File: config.mk
export PLATFORM = sky130hd
export DESIGN_NAME = bus_address_range_decoder_unit_flat
export DESIGN_NICKNAME = d
export VERILOG_FILES = /design/src/rtl/barad_pkg.sv /design/src/rtl/barad_req_if.sv /design/src/rtl/barad_table.sv /design/src/rtl/barad_cmp.sv /design/src/rtl/bus_address_range_decoder_unit.sv /design/src/flat_wrapper.sv
export SDC_FILE = /design/constraint.sdc
export NUM_CORES = 2
export LEC_CHECK = 0
export ABC_AREA = 1
export BUFFER_PORTS_ARGS = -buffer_cell sky130_fd_sc_hd__buf_2
export CAP_MARGIN = 20
export CORE_ASPECT_RATIO = 0.7
export CORE_MARGIN = 3
export CORE_UTILIZATION = 25
export CTS_CLUSTER_SIZE = 14
export DETAILED_ROUTE_END_ITERATION = 10
export PLACE_DENSITY = 0.47
export SLEW_MARGIN = 20
export SYNTH_ARGS = -nofsm -noshare
export SYNTH_HDL_FRONTEND = slang
export SYNTH_SLANG_ARGS = --single-unit
export TNS_END_PERCENT = 10
File: constraint.sdc
create_clock -name clk -period 12.4 [get_ports clk]
set_input_delay 2.48 -clock clk [delete_from_list [all_inputs] [get_ports clk]]
set_output_delay 2.48 -clock clk [all_outputs]
set_load 0.02 [all_outputs]
File: src/rtl/barad_pkg.sv
// Package with shared widths, codes and types of the bus address range decoder.
`timescale 1ns / 1ps
package barad_pkg;

  localparam int ADDR_W = 64;
  localparam int DEV_W  = 4;
  localparam int DATA_W = 8;
  localparam int STAT_W = 2;

  // Request command codes
  localparam logic CMD_ATTACH = 1'b0;
  localparam logic CMD_ACCESS = 1'b1;

  // Response status codes
  localparam logic [STAT_W-1:0] STAT_OK      = 2'd0;
  localparam logic [STAT_W-1:0] STAT_MISS    = 2'd1;
  localparam logic [STAT_W-1:0] STAT_OVERLAP = 2'd2;
  localparam logic [STAT_W-1:0] STAT_FULL    = 2'd3;

  // Result of the shared range compare unit
  typedef struct packed {
    logic              hit;
    logic [ADDR_W-1:0] diff;
  } cmp_out_t;

endpackage

File: src/rtl/barad_req_if.sv
// Request and response channel interfaces of the bus address range decoder.
`timescale 1ns / 1ps
interface barad_req_if;
  logic                         valid;
  logic                         ready;
  logic                         cmd;
  logic [barad_pkg::ADDR_W-1:0] address;
  logic [barad_pkg::ADDR_W-1:0] range_last;
  logic                         is_write;
  logic [barad_pkg::DATA_W-1:0] write_data;

  modport source (output valid, cmd, address, range_last, is_write, write_data,
                  input ready);
  modport sink (input valid, cmd, address, range_last, is_write, write_data,
                output ready);
endinterface

interface barad_rsp_if;
  logic                         valid;
  logic                         ready;
  logic [barad_pkg::STAT_W-1:0] status;
  logic [barad_pkg::DEV_W-1:0]  device_index;
  logic [barad_pkg::ADDR_W-1:0] offset;
  logic                         write_strobe;
  logic [barad_pkg::DATA_W-1:0] data_out;

  modport source (output valid, status, device_index, offset, write_strobe, data_out,
                  input ready);
  modport sink (input valid, status, device_index, offset, write_strobe, data_out,
                output ready);
endinterface

File: src/rtl/barad_table.sv
// Range table memory: start and last offset per entry, one write and one read port.
`timescale 1ns / 1ps
module barad_table #(
  parameter int DEPTH = 16,
  parameter int IDX_W = 4
) (
  input  logic                         clk,
  input  logic                         we,
  input  logic [IDX_W-1:0]             waddr,
  input  logic [barad_pkg::ADDR_W-1:0] wstart,
  input  logic [barad_pkg::ADDR_W-1:0] wlast,
  input  logic                         re,
  input  logic [IDX_W-1:0]             raddr,
  output logic [barad_pkg::ADDR_W-1:0] rstart,
  output logic [barad_pkg::ADDR_W-1:0] rlast
);

  logic [barad_pkg::ADDR_W-1:0] start_mem [DEPTH];
  logic [barad_pkg::ADDR_W-1:0] last_mem  [DEPTH];

  // Write a new entry
  always_ff @(posedge clk) begin
    if (we) begin
      start_mem[waddr] <= wstart;
      last_mem[waddr]  <= wlast;
    end
  end

  // Registered read; hold data when not enabled
  always_ff @(posedge clk) begin
    if (re) begin
      rstart <= start_mem[raddr];
      rlast  <= last_mem[raddr];
    end
  end

endmodule

File: src/rtl/barad_cmp.sv
// Shared range compare unit: overlap test for attach, containment test for access.
`timescale 1ns / 1ps
module barad_cmp (
  input  logic                         attach,
  input  logic [barad_pkg::ADDR_W-1:0] addr,
  input  logic [barad_pkg::ADDR_W-1:0] addr_last,
  input  logic [barad_pkg::ADDR_W-1:0] ent_start,
  input  logic [barad_pkg::ADDR_W-1:0] ent_last,
  output barad_pkg::cmp_out_t          res
);

  logic [barad_pkg::ADDR_W:0]   fwd;
  logic [barad_pkg::ADDR_W-1:0] rev;
  logic                         ge;
  logic [barad_pkg::ADDR_W-1:0] mag;
  logic [barad_pkg::ADDR_W-1:0] lim;

  // Distance between the two starts, in whichever direction is non-negative
  always_comb begin
    fwd = {1'b0, addr} - {1'b0, ent_start};
    rev = ent_start - addr;
    ge  = ~fwd[barad_pkg::ADDR_W];
    mag = ge ? fwd[barad_pkg::ADDR_W-1:0] : rev;
    lim = ge ? ent_last : addr_last;
  end

  // An access below the entry start never hits; an attach checks both sides
  always_comb begin
    res.hit  = (mag <= lim) && (ge || attach);
    res.diff = fwd[barad_pkg::ADDR_W-1:0];
  end

endmodule

File: src/rtl/bus_address_range_decoder_unit.sv
// Scan: an item scans stored entries one per cycle through a single compare unit.
// A miss or a successful attach scans every stored entry, a hit or an overlap at entry k
// ends the scan there, and an attach to a full table returns without scanning.
// Throughput: one item at a time, next request taken the cycle after the result is made.
// Reset: rst (synchronous, active high) empties the table and drops any pending response.
`timescale 1ns / 1ps
module bus_address_range_decoder_unit #(
  parameter int MAX_RANGES = 16
) (
  input logic        clk,
  input logic        rst,
  barad_req_if.sink  req_ch,
  barad_rsp_if.source rsp_ch
);

  localparam int IDX_W = (MAX_RANGES > 1) ? $clog2(MAX_RANGES) : 1;
  localparam int CNT_W = $clog2(MAX_RANGES + 1);
  localparam logic [CNT_W-1:0] MAX_CNT = CNT_W'(MAX_RANGES);

  localparam logic S_IDLE = 1'b0;
  localparam logic S_SCAN = 1'b1;

  logic                         state;
  logic                         state_next;
  logic [CNT_W-1:0]             entry_count;
  logic [CNT_W-1:0]             rd_cnt;
  logic [CNT_W-1:0]             cmp_cnt;
  logic                         cmp_vld;

  logic                         item_cmd;
  logic [barad_pkg::ADDR_W-1:0] item_addr;
  logic [barad_pkg::ADDR_W-1:0] item_last;
  logic                         item_wr;
  logic [barad_pkg::DATA_W-1:0] item_wdata;

  logic                         rsp_valid;
  logic [barad_pkg::STAT_W-1:0] rsp_status;
  logic [barad_pkg::DEV_W-1:0]  rsp_dev;
  logic [barad_pkg::ADDR_W-1:0] rsp_offset;
  logic                         rsp_strobe;
  logic [barad_pkg::DATA_W-1:0] rsp_data;

  logic [barad_pkg::ADDR_W-1:0] ent_start;
  logic [barad_pkg::ADDR_W-1:0] ent_last;
  barad_pkg::cmp_out_t          cmp;

  logic accept;
  logic is_attach;
  logic full_att;
  logic hit_now;
  logic more;
  logic issue;
  logic done;
  logic out_free;
  logic finish;
  logic tbl_we;

  // Scan control
  always_comb begin
    accept    = (state == S_IDLE) && !rst && req_ch.valid;
    is_attach = (item_cmd == barad_pkg::CMD_ATTACH);
    full_att  = is_attach && (entry_count == MAX_CNT);
    hit_now   = cmp_vld && cmp.hit;
    more      = (rd_cnt < entry_count);
    issue     = (state == S_SCAN) && more && !hit_now && !full_att;
    done      = (state == S_SCAN) && (full_att || hit_now || !more);
    out_free  = !rsp_valid || rsp_ch.ready;
    finish    = done && out_free;
    tbl_we    = finish && is_attach && !full_att && !hit_now;
  end

  always_comb begin
    state_next = state;
    case (state)
      S_IDLE:  if (accept) state_next = S_SCAN;
      S_SCAN:  if (finish) state_next = S_IDLE;
      default: state_next = S_IDLE;
    endcase
  end

  assign req_ch.ready = (state == S_IDLE) && !rst;

  barad_table #(
    .DEPTH (MAX_RANGES),
    .IDX_W (IDX_W)
  ) u_table (
    .clk    (clk),
    .we     (tbl_we),
    .waddr  (entry_count[IDX_W-1:0]),
    .wstart (item_addr),
    .wlast  (item_last),
    .re     (issue),
    .raddr  (rd_cnt[IDX_W-1:0]),
    .rstart (ent_start),
    .rlast  (ent_last)
  );

  barad_cmp u_cmp (
    .attach    (is_attach),
    .addr      (item_addr),
    .addr_last (item_last),
    .ent_start (ent_start),
    .ent_last  (ent_last),
    .res       (cmp)
  );

  // Sequencer state, scan counters and table fill count
  always_ff @(posedge clk) begin
    if (rst) begin
      state       <= S_IDLE;
      entry_count <= '0;
      rd_cnt      <= '0;
      cmp_cnt     <= '0;
      cmp_vld     <= 1'b0;
    end else begin
      state <= state_next;
      if (accept) begin
        rd_cnt  <= '0;
        cmp_vld <= 1'b0;
      end else if ((state == S_SCAN) && !done) begin
        cmp_vld <= issue;
        cmp_cnt <= rd_cnt;
        if (issue) rd_cnt <= rd_cnt + 1'b1;
      end
      if (tbl_we) entry_count <= entry_count + 1'b1;
    end
  end

  // Latch the request
  always_ff @(posedge clk) begin
    if (accept) begin
      item_cmd   <= req_ch.cmd;
      item_addr  <= req_ch.address;
      item_last  <= req_ch.range_last;
      item_wr    <= req_ch.is_write;
      item_wdata <= req_ch.write_data;
    end
  end

  // Response valid: set on finish, drop when taken
  always_ff @(posedge clk) begin
    if (rst) begin
      rsp_valid <= 1'b0;
    end else if (finish) begin
      rsp_valid <= 1'b1;
    end else if (rsp_ch.ready) begin
      rsp_valid <= 1'b0;
    end
  end

  // Response payload
  always_ff @(posedge clk) begin
    if (finish) begin
      rsp_dev    <= '0;
      rsp_offset <= '0;
      rsp_strobe <= 1'b0;
      rsp_data   <= '0;
      if (full_att) begin
        rsp_status <= barad_pkg::STAT_FULL;
      end else if (hit_now && is_attach) begin
        rsp_status <= barad_pkg::STAT_OVERLAP;
        rsp_dev    <= barad_pkg::DEV_W'(cmp_cnt);
      end else if (hit_now) begin
        rsp_status <= barad_pkg::STAT_OK;
        rsp_dev    <= barad_pkg::DEV_W'(cmp_cnt);
        rsp_offset <= cmp.diff;
        rsp_strobe <= item_wr;
        rsp_data   <= item_wr ? item_wdata : '0;
      end else if (is_attach) begin
        rsp_status <= barad_pkg::STAT_OK;
        rsp_dev    <= barad_pkg::DEV_W'(entry_count);
      end else begin
        rsp_status <= barad_pkg::STAT_MISS;
      end
    end
  end

  assign rsp_ch.valid        = rsp_valid;
  assign rsp_ch.status       = rsp_status;
  assign rsp_ch.device_index = rsp_dev;
  assign rsp_ch.offset       = rsp_offset;
  assign rsp_ch.write_strobe = rsp_strobe;
  assign rsp_ch.data_out     = rsp_data;

`ifndef SYNTHESIS
  a_count_bound: assert property (@(posedge clk) disable iff (rst)
    entry_count <= MAX_CNT)
    else $error("entry count above table depth");

  a_scan_bound: assert property (@(posedge clk) disable iff (rst)
    (state == S_SCAN) |-> (rd_cnt <= entry_count))
    else $error("scan index passed the fill count");

  a_attach_grows: assert property (@(posedge clk) disable iff (rst)
    tbl_we |=> (entry_count == $past(entry_count) + 1'b1))
    else $error("successful attach did not append an entry");

  a_full_status: assert property (@(posedge clk) disable iff (rst)
    (rsp_valid && (rsp_status == barad_pkg::STAT_FULL)) |-> (entry_count == MAX_CNT))
    else $error("table full reported with free entries");
`endif

endmodule

File: src/flat_wrapper.sv
// flat-port wrapper written by rule: the top's interface ports become plain ports
module bus_address_range_decoder_unit_flat 
#(
  parameter int MAX_RANGES = 16
)
  (clk, rst, req_ch_valid, req_ch_cmd, req_ch_address, req_ch_range_last, req_ch_is_write, req_ch_write_data, req_ch_ready, rsp_ch_valid, rsp_ch_status, rsp_ch_device_index, rsp_ch_offset, rsp_ch_write_strobe, rsp_ch_data_out, rsp_ch_ready);
  barad_req_if req_ch_i ();
  barad_rsp_if rsp_ch_i ();
  input logic clk;
  input logic rst;
  input wire logic [$bits(req_ch_i.valid)-1:0] req_ch_valid;
  input wire logic [$bits(req_ch_i.cmd)-1:0] req_ch_cmd;
  input wire logic [$bits(req_ch_i.address)-1:0] req_ch_address;
  input wire logic [$bits(req_ch_i.range_last)-1:0] req_ch_range_last;
  input wire logic [$bits(req_ch_i.is_write)-1:0] req_ch_is_write;
  input wire logic [$bits(req_ch_i.write_data)-1:0] req_ch_write_data;
  output wire logic [$bits(req_ch_i.ready)-1:0] req_ch_ready;
  output wire logic [$bits(rsp_ch_i.valid)-1:0] rsp_ch_valid;
  output wire logic [$bits(rsp_ch_i.status)-1:0] rsp_ch_status;
  output wire logic [$bits(rsp_ch_i.device_index)-1:0] rsp_ch_device_index;
  output wire logic [$bits(rsp_ch_i.offset)-1:0] rsp_ch_offset;
  output wire logic [$bits(rsp_ch_i.write_strobe)-1:0] rsp_ch_write_strobe;
  output wire logic [$bits(rsp_ch_i.data_out)-1:0] rsp_ch_data_out;
  input wire logic [$bits(rsp_ch_i.ready)-1:0] rsp_ch_ready;
  assign req_ch_i.valid = req_ch_valid;
  assign req_ch_i.cmd = req_ch_cmd;
  assign req_ch_i.address = req_ch_address;
  assign req_ch_i.range_last = req_ch_range_last;
  assign req_ch_i.is_write = req_ch_is_write;
  assign req_ch_i.write_data = req_ch_write_data;
  assign req_ch_ready = req_ch_i.ready;
  assign rsp_ch_valid = rsp_ch_i.valid;
  assign rsp_ch_status = rsp_ch_i.status;
  assign rsp_ch_device_index = rsp_ch_i.device_index;
  assign rsp_ch_offset = rsp_ch_i.offset;
  assign rsp_ch_write_strobe = rsp_ch_i.write_strobe;
  assign rsp_ch_data_out = rsp_ch_i.data_out;
  assign rsp_ch_i.ready = rsp_ch_ready;
  bus_address_range_decoder_unit #(.MAX_RANGES(MAX_RANGES)) u_core (.clk(clk), .rst(rst), .req_ch(req_ch_i), .rsp_ch(rsp_ch_i));
endmodule
* Word-level counts from Yosys, hierarchy flattened
Memories as Yosys holds them, arrays and structs flattened. A register that Yosys moved wholly into a read port is not among the register bits.
Index checks and enable logic that the tools add are counted.
** Cells by class
- $add $sub $neg :: 4
- $lt $le $gt $ge :: 2
- Equal/unequal tests :: 1
- Mux-type cells :: 15
- Bitwise logic cells :: 6
- Reduce and logical (&&, ||, !) cells :: 32
** Operator list (number)
- two-way mux 64 bit :: 2
- subtractor 64 x 64 -> 65 bit :: 1
- <= comparator 64 bit :: 1
- subtractor 64 bit :: 1
- logical AND 1 bit :: 15
- two-way mux 4 bit :: 3
- adder 5 x 1 -> 5 bit, second input constant :: 2
- two-way mux 1 bit :: 9
- zero test 1 bit :: 6
- NOT 1 bit :: 6
- == test 5 bit, second input constant :: 1
- less-than comparator 5 bit :: 1
- logical OR 1 bit :: 4
- AND reduction 2 bit :: 2
- OR reduction 2 bit :: 2
- OR reduction 4 bit :: 1
- OR reduction 3 bit :: 1
- one-hot mux 1 bit (2 select lines) :: 1
- nonzero test 2 bit :: 1
** Storage, ports and cells
- Flip-flop bits (word level) :: 234
- Bits in writable memories :: 2048
- Word-level logic and storage cells :: 79
- Memories :: 2
** Memories
- u_core.u_table.last_mem :: depth 16, bits a word 64, read ports 1, clocked after memory_dff 1, wr ports 1, RTL line barad_table.sv:19 : logic [barad_pkg::ADDR_W-1:0] last_mem [DEPTH];
- u_core.u_table.start_mem :: depth 16, bits a word 64, read ports 1, clocked after memory_dff 1, wr ports 1, RTL line barad_table.sv:18 : logic [barad_pkg::ADDR_W-1:0] start_mem [DEPTH];

* Depth between registers and ports, before layout
- Word-level depth :: 14
- Mapped depth :: 41
- Gate-level depth less buffers :: 38

* Cells and area by module
A second synthesis with hierarchy kept.
** Second synthesis, totals
- Cell total of the unflattened synthesis :: 11291
- Area, all modules :: 111246.7 um^2
** Modules (own cells, without submodules)
- barad_table :: times used 1, cells an instance 7776, area an instance 88675.0 um^2, seq. area each 65342.7 um^2
- barad_cmp :: times used 1, cells an instance 2996, area an instance 14307.5 um^2, seq. area each 0.0 um^2
- bus_address_range_decoder_unit :: times used 1, cells an instance 519, area an instance 8264.2 um^2, seq. area each 6856.6 um^2

* Worst setup path before layout
OpenSTA, ideal clock, no wires.
- Path kind :: reg2reg
- From :: reg u_core.item_addr[0] (netlist name)
- To :: mem u_core.u_table.last_mem[11][0] (netlist name) (enable)
- Library setup time :: 616 ps
- Arrival time :: 9534 ps
- Data required time :: 11784 ps
- Path slack :: 2250 ps
- Stages on the path, launching flop included :: 34
- Buffers on the path :: 2
- Clock period less this slack :: 10150 ps
- Cell sequence :: edfxtp_1 > inv_1 > ha_1 > inv_1 > fa_1 > nand3_1 > nand3_1 > nand2_1 > nand2_1 > nand2_1 > nand2_2 > nand2_1 > nand2_2 > nand2_1 > nand2_1 > inv_2 > buf_2 > clkbuf_1 > o22ai_1 > ha_1 > nand2_1 > nor2_1 > nand2_1 > nor4_1 > nand2_1 > nand2_1 > nand2_1 > nand2_1 > nand2_1 > a21oi_1 > inv_2 > nor2_8 > nand2_1 > nor2_1
** Between the ends
- Word-level cells in the longest chain between the ends :: 14
** RTL lines
- start, declared :: RTL line bus_address_range_decoder_unit.sv:31 : logic [barad_pkg::ADDR_W-1:0] item_addr;
- start signal, assigned :: RTL line bus_address_range_decoder_unit.sv:133 : item_addr <= req_ch.address;
- subtractor 64 x 64 -> 65 bit / subtractor 64 bit (equally long branches) :: RTL line barad_cmp.sv:20, barad_cmp.sv:21
- two-way mux 64 bit (tied with other cells) :: RTL line barad_cmp.sv:23 : mag = ge ? fwd[barad_pkg::ADDR_W-1:0] : rev;
- <= comparator 64 bit / logical OR 1 bit (equally long branches) :: RTL line barad_cmp.sv:29 : res.hit = (mag <= lim) && (ge || attach);
- logical AND 1 bit (*) :: RTL line barad_cmp.sv:29
- logical AND 1 bit (*) :: RTL line bus_address_range_decoder_unit.sv:63 : hit_now = cmp_vld && cmp.hit;
- logical OR 1 bit (2 in a row) :: RTL line bus_address_range_decoder_unit.sv:66 : done = (state == S_SCAN) && (full_att || hit_now || !more);
- logical AND 1 bit :: RTL line bus_address_range_decoder_unit.sv:66
- logical AND 1 bit :: RTL line bus_address_range_decoder_unit.sv:68 : finish = done && out_free;
- logical AND 1 bit (2 in a row) :: RTL line bus_address_range_decoder_unit.sv:69 : tbl_we = finish && is_attach && !full_att && !hit_now;
- logical AND 1 bit (*) :: RTL line bus_address_range_decoder_unit.sv:69
- two-way mux 1 bit (*) :: RTL line barad_table.sv:23 : if (we) begin
- two-way mux 1 bit (not written as such) (*) :: RTL line barad_table.sv:25 : last_mem[waddr] <= wlast;
- end, declared :: RTL line barad_table.sv:19
Every way passes the cells marked *; elsewhere a longest branch is shown, timed or not.

* Worst setup path after layout
- From :: reg u_core.item_addr[0] (netlist name)
- To :: mem u_core.u_table.start_mem[4][54] (netlist name) (enable)
** Between the ends
- Word-level cells in the longest chain between the ends :: 14
** RTL lines
- subtractor 64 x 64 -> 65 bit / subtractor 64 bit (equally long branches) :: RTL line barad_cmp.sv:20, barad_cmp.sv:21
- two-way mux 64 bit (tied with other cells) :: RTL line barad_cmp.sv:23
- <= comparator 64 bit / logical OR 1 bit (equally long branches) :: RTL line barad_cmp.sv:29
- logical AND 1 bit (*) :: RTL line barad_cmp.sv:29
- logical AND 1 bit (*) :: RTL line bus_address_range_decoder_unit.sv:63
- logical OR 1 bit (2 in a row) :: RTL line bus_address_range_decoder_unit.sv:66
- logical AND 1 bit :: RTL line bus_address_range_decoder_unit.sv:66
- logical AND 1 bit :: RTL line bus_address_range_decoder_unit.sv:68
- logical AND 1 bit (2 in a row) :: RTL line bus_address_range_decoder_unit.sv:69
- logical AND 1 bit (*) :: RTL line bus_address_range_decoder_unit.sv:69
- two-way mux 1 bit (*) :: RTL line barad_table.sv:23
- two-way mux 1 bit (not written as such) (*) :: RTL line barad_table.sv:24 : start_mem[waddr] <= wstart;
- end, declared :: RTL line barad_table.sv:18
Marks and branches as above.

==> reports/results.md <==
| Group | Result | This run |
| --- | --- | --- |
| clock tree | Sink count of the clock tree | 2410 |
| hold path | Count of cells along the worst hold path | 1 |
| global routing | Maximum number of pins on one net before global-route repair | 187 |
| sta | Finish-stage setup viols | 0 |
| clock tree | Cts bufs inserted | 229 |
| pwr | Part of the total power dissipated in sequential elements | 52.3% |
| logic synthesis | Primary flip-flop cell chosen by synthesis mapping | sky130_fd_sc_hd__edfxtp_1 |
| place | Number of I/O port buffers | 222 |
| pwr | Total net switching power | 4.24 mW |
| logic synthesis | Number of nets produced by synthesis | 8220 |
| worst setup path | Critical path endpoint category | flop |
| global routing | First-pass GRT wire length | 489000 um |
| floorplan | Die area | 415000 um2 |
| clock tree | Count of cells resized by post-cts repair | 0 |
| worst setup path | Critical Path RT | 12.90 ns |
| sta | Max Clock Skew | 0.124 ns |
| detailed routing | Number of vias per cell after detailed routing | 4.82 |
| clock tree | Clock-pin slew on the worst setup and hold paths | 0.06 ns |
| floorplan | Number of cell rows | 195 |
| worst setup path | Startpoint Class | flop |
| global routing | GRT Util Overall | 16.2% |
| worst setup path | Arrival time of the worst setup path | 9.54 ns |
| logic synthesis | Share of synthesized area occupied by flip-flops and latches | 71.0% |
| cells and area | Fraction of layout instances using a drive strength above 1 | 9.46% |
| pwr | Fraction of power consumed by the clock network | 39.8% |
| logic synthesis | Post-Synthesis Cells | 7876 |
| place | Worst slack after detailed placement | 3.45 ns |
| worst setup path | Setup Crit Path Kind | flop to flop |
| detailed routing | Final routed wire length divided by cell count | 25.5 um |
| global routing | Grt ovf | 0 |
| floorplan | Number of placed I/O pins | 223 |
| sta | Post-route minimum period | 9.04 ns |
| clock tree | CTS hold repair buffers | 0 |
| worst setup path | Largest stage delay, worst path | 0.75 ns |
| detailed routing | Count of vias placed by the detailed router | 65700 |
| pwr | Comb power frac | 7.9% |
| detailed routing | Antenna Nets Post-Route | 0 |
| logic synthesis | Cell Area, Synth | 102000 um2 |
| worst setup path | Peak fanout along the critical path | 76 |
| detailed routing | Drt first pass iters | 6 |
| clock tree | Later-pin clock latency in the skew report | 0.96 ns |
| flow run | Total of max-cap violations | 0 |
| logic synthesis | Post-synthesis cell type count | 51 |
| logic synthesis | Number of enable-type register cells in the synthesized netlist | 2393 |
| sta | Actual transition at the worst max-transition pin | 1.10 ns |
| floorplan | Initial Util | 25.2% |
| sta | Max-slew headroom at the worst pin | 26.7% |
| clock tree | Postcts setup bufs | 0 |
| logic synthesis | Async set-or-reset flop fraction in the synthesized netlist | 0% |
| worst setup path | Slowest CP cell | sky130_fd_sc_hd__inv_2 |
| logic synthesis | Mean post-synth cell area | 12.9 um2 |
| sta | Final clock period utilization by the worst path | 72.9% |
| sta | Final Max Slew Viols | 0 |
| worst setup path | Logic depth of the worst register-to-register path | 39 |
| global routing | Vias in the first global route | 63300 |
| global routing | Number of antenna violations at the first check in global routing | 33 |
| detailed routing | Iteration-0 DRC count of the detailed router | 6903 |
| sta | Sum of negative setup slack | 0 ns |
| sta | Smallest hold slack | 0.470 ns |
| floorplan | Area of the core | 404000 um2 |
| clock tree | Clock tree from TritonCTS | done |
| pwr | Final Total Pwr | 17.6 mW |
| floorplan | Width of the die | 768 um |
| detailed routing | Routed WL | 348000 um |
| run status | Outcome | finished clean |
| sta | Number of failing hold endpoints at the final stage | 0 |
| pwr | Internal portion of total power | 13.3 mW |
| logic synthesis | Number of warning messages in the yosys log | 0 |
| cells and area | Fillers | 41000 |
| sta | Highest clock rate | 111 MHz |
| clock tree | Deepest level of the CTS H-tree | 4 |
| cells and area | Total Nets Final | 8385 |
| detailed routing | Drc violations | 0 |
| cells and area | Area growth syn-to-layout | 14.8% |
| floorplan | Die span in y | 540 um |
| pwr | Max IR drop VDD | 0.133 mV |
| place | Final HPWL from detailed placement | 218000 um |
| worst setup path | Cell repeated most along the worst path | sky130_fd_sc_hd__nand2_1 |
| pwr | Pwr/cell area | 150 nW/um2 |
| hold path | Tightest Hold Check Type | flop to flop |
| clock tree | Clock Tree Root | sky130_fd_sc_hd__clkbuf_16 |
| place | Gpl congestion | 0.951 |
| sta | Post-route setup slack | 3.36 ns |
| logic synthesis | Number of synthesized register bits | 2410 |
| pwr | Pleak | 38.0 nW |
| pwr | Switching Fraction | 24.1% |
| clock tree | Longest Clk Path Bufs | 4 |
| sta | RSZ-0062 raised after global routing | false |
==> metal layers <==
layer | GRT usage [%] | up-vias | share of wire, %
met5 | 0 | - | 0.0037
met2 | 24.7 | 2175 | 44
met4 | 3.20 | 2 | 2.0
met3 | 2.15 | 352 | 5.8
met1 | 24.6 | 33800 | 48
li1 | - | 29400 | -
==> worst paths after layout <==
path | startpoint | to | slack (ns)
max | u_core.item_addr[0] | u_core.u_table.start_mem[4][54] | 3.36
min | u_core.cmp_vld | u_core.cmp_vld | 0.47
max reg2reg | u_core.item_addr[0] | u_core.u_table.start_mem[4][54] | 3.36
min reg2reg | u_core.cmp_vld | u_core.cmp_vld | 0.47
==> kinds of logic after synthesis <==
group | synth area share (%)
DFF | 71.0
and+or+nand+nor | 9.37
AOI/OAI and AO/OA | 10.3
buffers and inverters | 3.23
muxes | 2.72
adders and majority gates | 2.50
xor gates and xnor gates | 0.956
==> power by group through the flow <==
| stage | clock network [mW] | logic (mW) | registers [mW] |
|---|---|---|---|
| CTS | 7.16 | 1.40 | 9.19 |
| global placement | 0 | 1.40 | 9.36 |
| detailed placement | 0 | 1.39 | 9.36 |
| finish | 6.99 | 1.39 | 9.19 |
| floorplan | 0 | 0.710 | 9.36 |
| global route | 7.49 | 1.50 | 9.20 |
==> final cells by class <==
type,instances,area (um2),share of cell area [%]
multi-input cells,4622,26400,22.6
flip-flops and latches,2410,72200,61.8
repair buffers,392,2700,2.31
clock inverters,122,1270,1.09
clock buffers,288,5980,5.12
diodes,1,2.50,0.00214
well taps,5417,6780,5.80
inverters,386,1480,1.27
==> critical path: cells and delay by family, from the launching register on <==
kind                     cells  cell delay (ns)
adder cells (fa/ha/maj)      3             1.18
buffers and inverters        6             2.17
AO/OA/AOI/OAI                2             0.58
flip-flops                   1             0.62
AND/OR/NAND/NOR             28             3.82
==> sequential cells by signal, summed over array words and instances (netlist names), 4 cells and up <==
signal	count
u_core.cmp_cnt	4
u_core.item_last	64
u_core.item_wdata	8
u_core.item_addr	64
u_core.u_table.last_mem	1024
u_core.entry_count	5
u_core.u_table.start_mem	1024
u_core.u_table.rstart	64
u_core.rsp_ch.offset	64
u_core.rd_cnt	5
u_core.rsp_ch.data_out	8
u_core.u_table.rlast	64
u_core.rsp_ch.device_index	4
==> Yosys cell counts, drive strengths merged (3+ instances only) <==
cell     number  area [um2]
ha          200        2500
nor2       1420        5370
and2          3        18.8
a21boi        5        37.5
dfxtp        17         340
o31ai         3        22.5
nand3       264        1340
o221ai      211        1850
nand4         6        37.5
o21bai       19         143
a211oi        8        60.1
a31oi         5        31.3
a21oi       270        1360
edfxtp     2393       71900
clkbuf      353        1330
mux2i       276        2760
a21o         13        97.6
xnor2        31         272
nor4          6        37.5
o32ai       301        2640
buf         105         508
nand2       669        2540
o2111ai       4        35.0
nor3         20         100
o21a         21         158
o21ai       714        3570
o211ai       55         413
or2           6        37.5
xor2         80         701
inv         386        1450
==> stage by stage <==
stage          area (um2)  instances  utilization, %
2_1_floorplan      102000       7876               -
3_3_place_gp       110000      13200            27.1
3_5_place_dp       110000      13200            27.1
4_1_cts            117000      13600            28.9
5_1_grt            117000      13600            28.9
6_report           117000      13600            28.9
==> cell usage in the layout, fill, tap and decap left out, drive strengths merged, types with 4 or more instances in the layout <==
master,count
inv,389
o2111ai,4
clkbuf,288
a211oi,8
bufinv,23
ha,200
or2,6
nand3,264
o211ai,55
o21ai,714
a21oi,270
dfxtp,17
clkinvlp,6
o21a,21
clkinv,90
mux2i,276
nand4,6
nor3,20
o32ai,301
nand2,669
o221ai,211
xnor2,31
a21o,13
a21boi,5
nor2,1420
a31oi,5
nor4,6
buf,392
edfxtp,2393
o21bai,19
xor2,80
Note: power is estimated with default switching activity, not from simulation.
